[src/nbgs_pkg.sv]
// nbgs_pkg: shared constants, types and helpers for the gravity step block.
// No dependencies.
package nbgs_pkg;

    localparam int MAX_CENTRES = 5;
    localparam int IDX_W       = 3;
    localparam int FRAC_BITS   = 24;
    localparam int DT_BITS     = 24;
    localparam int PULL_SHIFT  = 3 * FRAC_BITS - 33;
    localparam int PIX_SHIFT   = FRAC_BITS + 8;
    localparam logic [63:0] MILLI_Q38 = 64'd274877907;
    localparam logic [32:0] PULL_CAP  = 33'h1_0000_0000;

    typedef enum logic [1:0] {
        OP_STAR    = 2'd0,
        OP_ADVANCE = 2'd1,
        OP_LOAD    = 2'd2,
        OP_NONE    = 2'd3
    } t_op;

    typedef enum logic [2:0] {
        CFG_NUM_GALAXIES = 3'd0,
        CFG_TIME_STEP    = 3'd1,
        CFG_PIXEL_SCALE  = 3'd2,
        CFG_CENTER_X     = 3'd3,
        CFG_CENTER_Y     = 3'd4,
        CFG_CLIP_RIGHT   = 3'd5,
        CFG_CLIP_BOTTOM  = 3'd6
    } t_cfg;

    typedef logic [2:0][31:0] t_vec3;

    typedef struct packed {
        t_vec3       pos;
        t_vec3       vel;
        logic [9:0]  mass;
    } t_gal;

    function automatic logic [31:0] sat32(input logic signed [34:0] v);
        logic [31:0] r;
        if (v > 35'sd2147483647) begin
            r = 32'h7fff_ffff;
        end else if (v < -35'sd2147483648) begin
            r = 32'h8000_0000;
        end else begin
            r = v[31:0];
        end
        return r;
    endfunction

endpackage

[src/nbgs_cell.sv]
// nbgs_cell: one galaxy centre slot of the rotating centre ring.
// Depends on nbgs_pkg.
module nbgs_cell import nbgs_pkg::*; (
    input  logic i_clk,
    input  logic i_rst_n,
    input  logic i_shift,
    input  t_gal i_shift_data,
    input  logic i_wr,
    input  t_gal i_wr_data,
    output t_gal o_data
);

    t_gal r_data;

    always_ff @(posedge i_clk) begin
        if (!i_rst_n) begin
            r_data <= '0;
        end else if (i_wr) begin
            r_data <= i_wr_data;
        end else if (i_shift) begin
            r_data <= i_shift_data;
        end
    end

    assign o_data = r_data;

endmodule

[config.mk]
export PLATFORM = sky130hd
export DESIGN_NAME = nbgs_cell
export DESIGN_NICKNAME = d
export VERILOG_FILES = /design/src/nbgs_pkg.sv /design/src/nbgs_cell.sv
export SDC_FILE = /design/constraint.sdc
export NUM_CORES = 1
export LEC_CHECK = 0
export ABC_AREA = 1
export BUFFER_PORTS_ARGS = -buffer_cell sky130_fd_sc_hd__buf_4
export CAP_MARGIN = 20
export CORE_AREA = 5 5 236 238
export CTS_BUF_LIST = sky130_fd_sc_hd__clkbuf_8
export CTS_CLUSTER_DIAMETER = 200
export DETAILED_ROUTE_END_ITERATION = 12
export DIE_AREA = 0 0 241 243
export PLACE_DENSITY_LB_ADDON = 0.2
export RECOVER_POWER = 25
export SYNTH_ARGS = -nofsm -noshare
export SYNTH_HDL_FRONTEND = slang
export SYNTH_SLANG_ARGS = --single-unit
[constraint.sdc]
create_clock -name i_clk -period 1.2 [get_ports i_clk]
set_input_delay 0.12 -clock i_clk [delete_from_list [all_inputs] [get_ports i_clk]]
set_output_delay 0.12 -clock i_clk [all_outputs]
set_load 0.01 [all_outputs]
==> results of run 1 <==
-- through the flow --
step | hold slack (ns) | area (sq um) | std cells | setup WS, ns
4_1_cts | 0.0157 | 21300 | 3266 | -0.0567
2_1_floorplan | 0.320 | 9780 | 1528 | 0.254
5_1_grt | 0.0127 | 21300 | 3276 | -0.0552
3_3_place_gp | 0.348 | 15400 | 2787 | 0.00961
6_report | -0.0103 | 21300 | 3277 | 0.0306
3_5_place_dp | 0.348 | 15400 | 2787 | 0.0268
-- power breakdown --
group | total, mW | leakage [nW] | internal [mW] | switching (mW)
clock | 7.09 | 0.461 | 3.86 | 3.23
combinational | 5.53 | 9.09 | 3.26 | 2.27
sequential | 7.59 | 1.74 | 7.25 | 0.337
total | 20.2 | 11.3 | 14.4 | 5.84
-- cell type report --
type	count	area (sq um)	area share
repair buffers	1092	10300	0.483
multi-input cells	1011	4310	0.202
flip-flops and latches	202	4300	0.202
well taps	696	871	0.0408
inverters	203	767	0.0360
clock buffers	49	674	0.0316
clock inverters	19	98.8	0.00463
diodes	5	12.5	0.000587
-- layout by cell type (no fill, tap or decap) --
| cell type | synthesis | layout |
|---|---|---|
| sky130_fd_sc_hd__buf_4 | 28 | 452 |
| sky130_fd_sc_hd__dfxtp_1 | 202 | 6 |
| sky130_fd_sc_hd__diode_2 | 0 | 5 |
| sky130_fd_sc_hd__dfxtp_2 | 0 | 192 |
| sky130_fd_sc_hd__buf_6 | 11 | 204 |
| sky130_fd_sc_hd__dfxtp_4 | 0 | 4 |
| sky130_fd_sc_hd__inv_1 | 202 | 219 |
| sky130_fd_sc_hd__nand2_2 | 0 | 1 |
| sky130_fd_sc_hd__inv_6 | 0 | 1 |
| sky130_fd_sc_hd__clkinv_2 | 0 | 1 |
| sky130_fd_sc_hd__nor2_4 | 1 | 1 |
| sky130_fd_sc_hd__nand3_1 | 404 | 404 |
| sky130_fd_sc_hd__clkbuf_8 | 0 | 49 |
| sky130_fd_sc_hd__clkbuf_1 | 24 | 5 |
| sky130_fd_sc_hd__buf_12 | 0 | 27 |
| sky130_fd_sc_hd__nand2_1 | 606 | 605 |
| sky130_fd_sc_hd__bufinv_16 | 0 | 1 |
| sky130_fd_sc_hd__dlygate4sd3_1 | 0 | 404 |
-- worst paths after layout --
check	endpoint	slack, ns	depth (start not counted)
worst max-delay path	o_data[43]	0.03	1
worst min-delay path	o_data[90]	-0.01	5
worst max register to register	o_data[99]	0.42	5
worst min register to register	o_data[33]	0.54	4
-- logic make-up (layout without fill, tap and decap cells) --
logic type | Yosys count | after routing | synth area share
other cells | 0 | 5 | 0
buf+inv | 315 | 1363 | 0.146
simple gates | 1011 | 1011 | 0.440
flops | 202 | 202 | 0.413
-- tightest hold or removal path, cell delays in order --
cell                      delay (ns)
sky130_fd_sc_hd__buf_4          0.08
sky130_fd_sc_hd__nand3_1        0.13
sky130_fd_sc_hd__nand3_1        0.12
sky130_fd_sc_hd__nand2_1        0.04
sky130_fd_sc_hd__inv_1          0.04
-- timing repair --
action                     4_1_cts  5_1_grt
setup endpoints to repair      202      277
hold endpoints to repair       202      131
resized for setup              407        2
pin swaps                        0        1
setup buffers                    7        6
hold buffers                   404      132
-- routing by layer --
metal  track usage  routed length, um  vias up
met5             0                  0        -
li1              -                  -     6765
met1         0.187              21000     6316
met2         0.315              26800      585
met3        0.0601               4700      102
met4        0.0523               1690        0
==> load_flow_metrics.sql, run 1 <==
INSERT INTO impl_metrics (metric_group, metric, value, unit) VALUES
('synthesis', 'leading_cell_type_by_number_of_instances_after_synthesis', 'sky130_fd_sc_hd__nand2_1', ''),
('clock_network', 'cts_tree', 'done', ''),
('placed_design', 'globalplace.congestion', '0.840', ''),
('routing', 'detailedRoute.firstIterationViolations', '499', ''),
('power_and_ir_drop', 'cell_pwr_density', '948', 'nW/um^2'),
('clock_network', 'ctsRootBufferMaster', 'sky130_fd_sc_hd__clkbuf_8', ''),
('cells_and_area', 'finalNetCount', '2962', ''),
('sta', 'grt_setup_unrepaired', 'yes', ''),
('setup_path', 'crit_path_cell_trace', 'buf_6', ''),
('sta', 'final_hold_viol_count', '1', ''),
('synthesis', 'yosys-top-cells-area', 'sky130_fd_sc_hd__dfxtp_1, sky130_fd_sc_hd__nand2_1, sky130_fd_sc_hd__nand3_1', ''),
('synthesis', 'synthesis.area_per_instance', '6.40', 'sq um'),
('synthesis', 'yosys-top-cells-count', 'sky130_fd_sc_hd__nand2_1, sky130_fd_sc_hd__nand3_1, sky130_fd_sc_hd__dfxtp_1, sky130_fd_sc_hd__inv_1, sky130_fd_sc_hd__buf_2', ''),
('clock_network', 'clkSinkCount', '202', ''),
('setup_path', 'reg2reg_from', 'o_data[99]', ''),
('sta', 'timing.setup.tns', '0', 'ns'),
('setup_path', 'path_buf_inv', '1', ''),
('synthesis', 'yosysWarningCount', '0', ''),
('power_and_ir_drop', 'power.static_leakage', '11.3', 'nW'),
('cells_and_area', 'final_layout_size_suffix_gt1_frac', '0.362', ''),
('clock_network', 'tritoncts.num_buffers', '44', ''),
('synthesis', 'ys_async_sr_fraction', '0', ''),
('routing', 'detailroute.via_count', '13800', ''),
('power_and_ir_drop', 'total_power_of_the_final_layout', '20.2', 'mW'),
('min_path', 'hold_start', 'i_shift_data[90]', ''),
('die', 'start_util', '0.183', ''),
('grt', 'vias_in_the_first_global_route', '14300', ''),
('routing', 'drcViolationCount', '0', ''),
('grt', 'antenna_found_initial', '4', ''),
('synthesis', 'cell_area_after_synthesis', '9780', 'sq um'),
('sta', 'worst_clock_skew', '0', 'ns'),
('sta', 'final_max_slew_viol_count', '0', ''),
('cells_and_area', 'layout.core_utilization', '0.399', ''),
('sta', 'final_hold_slack', '-0.0103', 'ns'),
('setup_path', 'end_kind', 'output pin', ''),
('synthesis', 'yosysSeqAreaShare', '0.413', ''),
('sta', 'worst_slew_margin_rel', '0.704', ''),
('placed_design', 'hpwlAfterDp', '38.1', 'mm'),
('grt', 'grt_start_max_net_pins', '74', ''),
('grt', 'grt_use_total', '0.173', ''),
('routing', 'antenna_violating_nets_post_route', '0', ''),
('sta', 'fmaxAchievable', '855', 'MHz'),
('synthesis', 'synth-edff-count', '0', ''),
('grt', 'grt_first_pass_wirelength', '80.6', 'mm'),
('die', 'floorplan.rows', '85', ''),
('clock_network', 'clk_path_buf_depth', '3', ''),
('die', 'die_h', '243', 'um'),
('setup_path', 'critical-path-max-stage-delay', '0.37', 'ns'),
('outcome', 'failing_checks', 'hold timing', ''),
('synthesis', 'synth_top_cell_by_area', 'sky130_fd_sc_hd__dfxtp_1', ''),
('power_and_ir_drop', 'max-vdd-ir-drop', '0.622', 'mV'),
('synthesis', 'syn_nets', '1936', ''),
('routing', 'via_density_per_instance', '4.20', ''),
('clock_network', 'cts.clk_slew.worst_paths', '0.05', 'ns'),
('die', 'design.die.area', '58600', 'sq um'),
('outcome', 'outcome', 'finished, violations left', ''),
('setup_path', 'crit_path_start_kind', 'register', ''),
('cells_and_area', 'largest_reg_flops', '202', ''),
('synthesis', 'syn-instance-count', '1528', ''),
('die', 'floorplan.io_pins', '610', ''),
('sta', 'setup_violations', '0', ''),
('sta', 'max_slew.worst_pin.slew', '0.445', 'ns'),
('setup_path', 'critical_path_required', '1.08', 'ns'),
('sta', 'post-route-period-util', '0.975', ''),
('routing', 'wl_per_cell', '16.5', 'um'),
('routing', 'drt_pre_antenna_iters', '5', ''),
('synthesis', 'yosys_register_bits', '202', ''),
('setup_path', 'worst_path_dominant_cell_family', 'flip-flops', ''),
('cells_and_area', 'layout.filler_cells', '5396', ''),
('grt', 'grt_total_ovfl', '0', ''),
('die', 'fp.coreArea', '53400', 'sq um');
Power figures use the tool's default switching activity.
==> inputs of run 2 (changes only) <==
CORE_AREA = 5 5 235 237   (was 5 5 236 238)
DIE_AREA = 0 0 240 242   (was 0 0 241 243)
==> load_flow_metrics.sql, run 2 (synthesis results as in run 1) <==
INSERT INTO impl_metrics (metric_group, metric, value, unit) VALUES
('outcome', 'outcome', 'finished, violations left', ''),
('outcome', 'failing_checks', 'hold timing, setup timing', ''),
('placed_design', 'hpwlAfterDp', '36.5', 'mm'),
('cells_and_area', 'layout.cells.most_common', 'sky130_fd_sc_hd__nand2_1', ''),
('cells_and_area', 'finalNetCount', '2952', ''),
('sta', 'grt_setup_unrepaired', 'yes', ''),
('clock_network', 'clkSinkCount', '202', ''),
('placed_design', 'globalplace.congestion', '0.863', ''),
('grt', 'grt_first_pass_wirelength', '81.7', 'mm'),
('die', 'fp.coreArea', '53100', 'sq um'),
('cells_and_area', 'layout.area.seq', '4260', 'sq um'),
('power_and_ir_drop', 'max-vdd-ir-drop', '0.568', 'mV'),
('sta', 'final_critical_path_setup_slack', '-0.00479', 'ns'),
('clock_network', 'tritoncts.num_buffers', '42', ''),
('routing', 'finalWirelength', '55.2', 'mm'),
('setup_path', 'critical_path_required', '1.08', 'ns'),
('placed_design', 'port_buffers', '609', ''),
('sta', 'fmaxAchievable', '830', 'MHz'),
('setup_path', 'cp.arrival', '1.08', 'ns'),
('cells_and_area', 'largest_reg_flops', '202', ''),
('grt', 'grt_start_max_net_pins', '67', ''),
('sta', 'post-route-period-util', '1.00', ''),
('job', 'timing.max_cap.violations', '0', ''),
('routing', 'drt_pre_antenna_iters', '7', ''),
('grt', 'grt_total_ovfl', '0', ''),
('power_and_ir_drop', 'power.static_leakage', '11.3', 'nW'),
('setup_path', 'end_kind', 'output pin', ''),
('clock_network', 'clk_path_buf_depth', '3', ''),
('clock_network', 'cts_htree_levels', '2', ''),
('setup_path', 'timing.critical_path.slowest_stage_cell', 'sky130_fd_sc_hd__dfxtp_1', ''),
('routing', 'wl_per_cell', '16.9', 'um'),
('setup_path', 'crit_path_start_kind', 'register', ''),
('sta', 'worst_clock_skew', '0', 'ns'),
('grt', 'vias_in_the_first_global_route', '14600', ''),
('grt', 'antenna_found_initial', '4', ''),
('setup_path', 'crit_path_cell_trace', 'buf_6', ''),
('cells_and_area', 'layout.core_utilization', '0.403', ''),
('die', 'floorplan.die.width', '240', 'um'),
('cells_and_area', 'layout.filler_cells', '5286', ''),
('routing', 'detailroute.via_count', '13800', ''),
('setup_path', 'path_buf_inv', '1', ''),
('setup_path', 'critical-path-max-stage-delay', '0.40', 'ns'),
('power_and_ir_drop', 'cell_pwr_density', '969', 'nW/um^2'),
('min_path', 'min_path_type', 'in2reg', ''),
('clock_network', 'cts_tree', 'done', ''),
('routing', 'via_density_per_instance', '4.21', ''),
('sta', 'period_needed', '1.20', 'ns'),
('sta', 'worst_slew_margin_rel', '0.382', ''),
('routing', 'detailedRoute.firstIterationViolations', '485', ''),
('die', 'design.die.area', '58100', 'sq um'),
('routing', 'antenna_violating_nets_post_route', '0', ''),
('clock_network', 'ctsRootBufferMaster', 'sky130_fd_sc_hd__clkbuf_8', ''),
('setup_path', 'setup.worst_path.class', 'reg2out', ''),
('cells_and_area', 'multiInputGateArea', '4320', 'sq um'),
('routing', 'drcViolationCount', '0', ''),
('die', 'die_h', '242', 'um'),
('die', 'floorplan.rows', '85', ''),
('sta', 'final_hold_viol_count', '1', ''),
('sta', 'final_hold_slack', '-0.0250', 'ns'),
('sta', 'final_max_slew_viol_count', '0', ''),
('setup_path', 'worst_path_dominant_cell_family', 'flip-flops', ''),
('die', 'floorplan.io_pins', '610', ''),
('sta', 'timing.setup.tns', '-0.00479', 'ns'),
('sta', 'setup_violations', '1', ''),
('grt', 'grt_use_total', '0.176', ''),
('clock_network', 'insertion_delay', '0.58', 'ns'),
('sta', 'max_slew.worst_pin.slew', '0.927', 'ns'),
('clock_network', 'cts.clk_slew.worst_paths', '0.06', 'ns'),
('cells_and_area', 'mostFrequentLayoutCells', 'sky130_fd_sc_hd__nand2_1, sky130_fd_sc_hd__buf_4, sky130_fd_sc_hd__dlygate4sd3_1, sky130_fd_sc_hd__nand3_1, sky130_fd_sc_hd__inv_1', ''),
('die', 'start_util', '0.184', ''),
('cells_and_area', 'final_layout_size_suffix_gt1_frac', '0.352', ''),
('setup_path', 'crit_path_max_fanout', '2', ''),
('cells_and_area', 'syn2layout_area_growth', '119', '%');
run 2: changes by cell type in the layout (fill, tap and decap cells not counted), sizes merged:
cell and change:
diode -4, dlygate4sd3 +5, dlymetal6s4s +2, clkinv +3, clkbuf +1, buf -10
clkinvlp +2, inv -6
run 2: power by group:
group          total [mW]  leakage (nW)  switching (mW)  internal (mW)
Combinational        5.55          9.10            2.29           3.26
Clock                7.60         0.484            3.30           4.29
Sequential           7.57          1.73           0.332           7.24
Total                20.7          11.3            5.93           14.8
run 2: worst paths after layout:
check	slack (ns)	start	endpoint	cells past startpoint
max	-0.005	o_data[141]	o_data[141]	1
min	-0.02	i_rst_n	o_data[174]	4
max reg2reg	0.03	o_data[132]	o_data[132]	5
min reg2reg	0.54	o_data[74]	o_data[74]	4
run 2: timing repair:
item | in CTS | in global routing
resized for setup | 390 | 23
hold buffers | 414 | 160
setup buffers | 6 | 8
setup endpoints to repair | 194 | 345
pin swaps | 0 | 4
endpoints found under the hold margin | 202 | 158
run 2: layout make-up:
class                      instances  area share
inverter                         203      0.0359
clock inverter                    18     0.00497
multi-input combinational       1011       0.202
sequential                       202       0.199
antenna                            1    0.000117
tap                              696      0.0407
clock buffer                      55      0.0354
timing repair buffer            1084       0.482
run 2: per-layer routing:
layer  GRT usage  routed length, um  vias to the layer above
met5           0                 36                        -
met4      0.0491               1680                        6
met3      0.0610               4960                      117
met2       0.317              27200                      584
met1       0.196              21300                     6318
li1            -                  -                     6744
run 2: stage by stage:
stage	worst slack, ns	power, mW	instances	area (sq um)
global placement	0.0185	11.6	2770	15300
finish	-0.00479	20.7	3270	21400
floorplan	0.254	9.16	1528	9780
CTS	-0.0643	21.3	3263	21300
detailed placement	-0.0188	11.6	2770	15300
global route	-0.0731	22.0	3269	21400
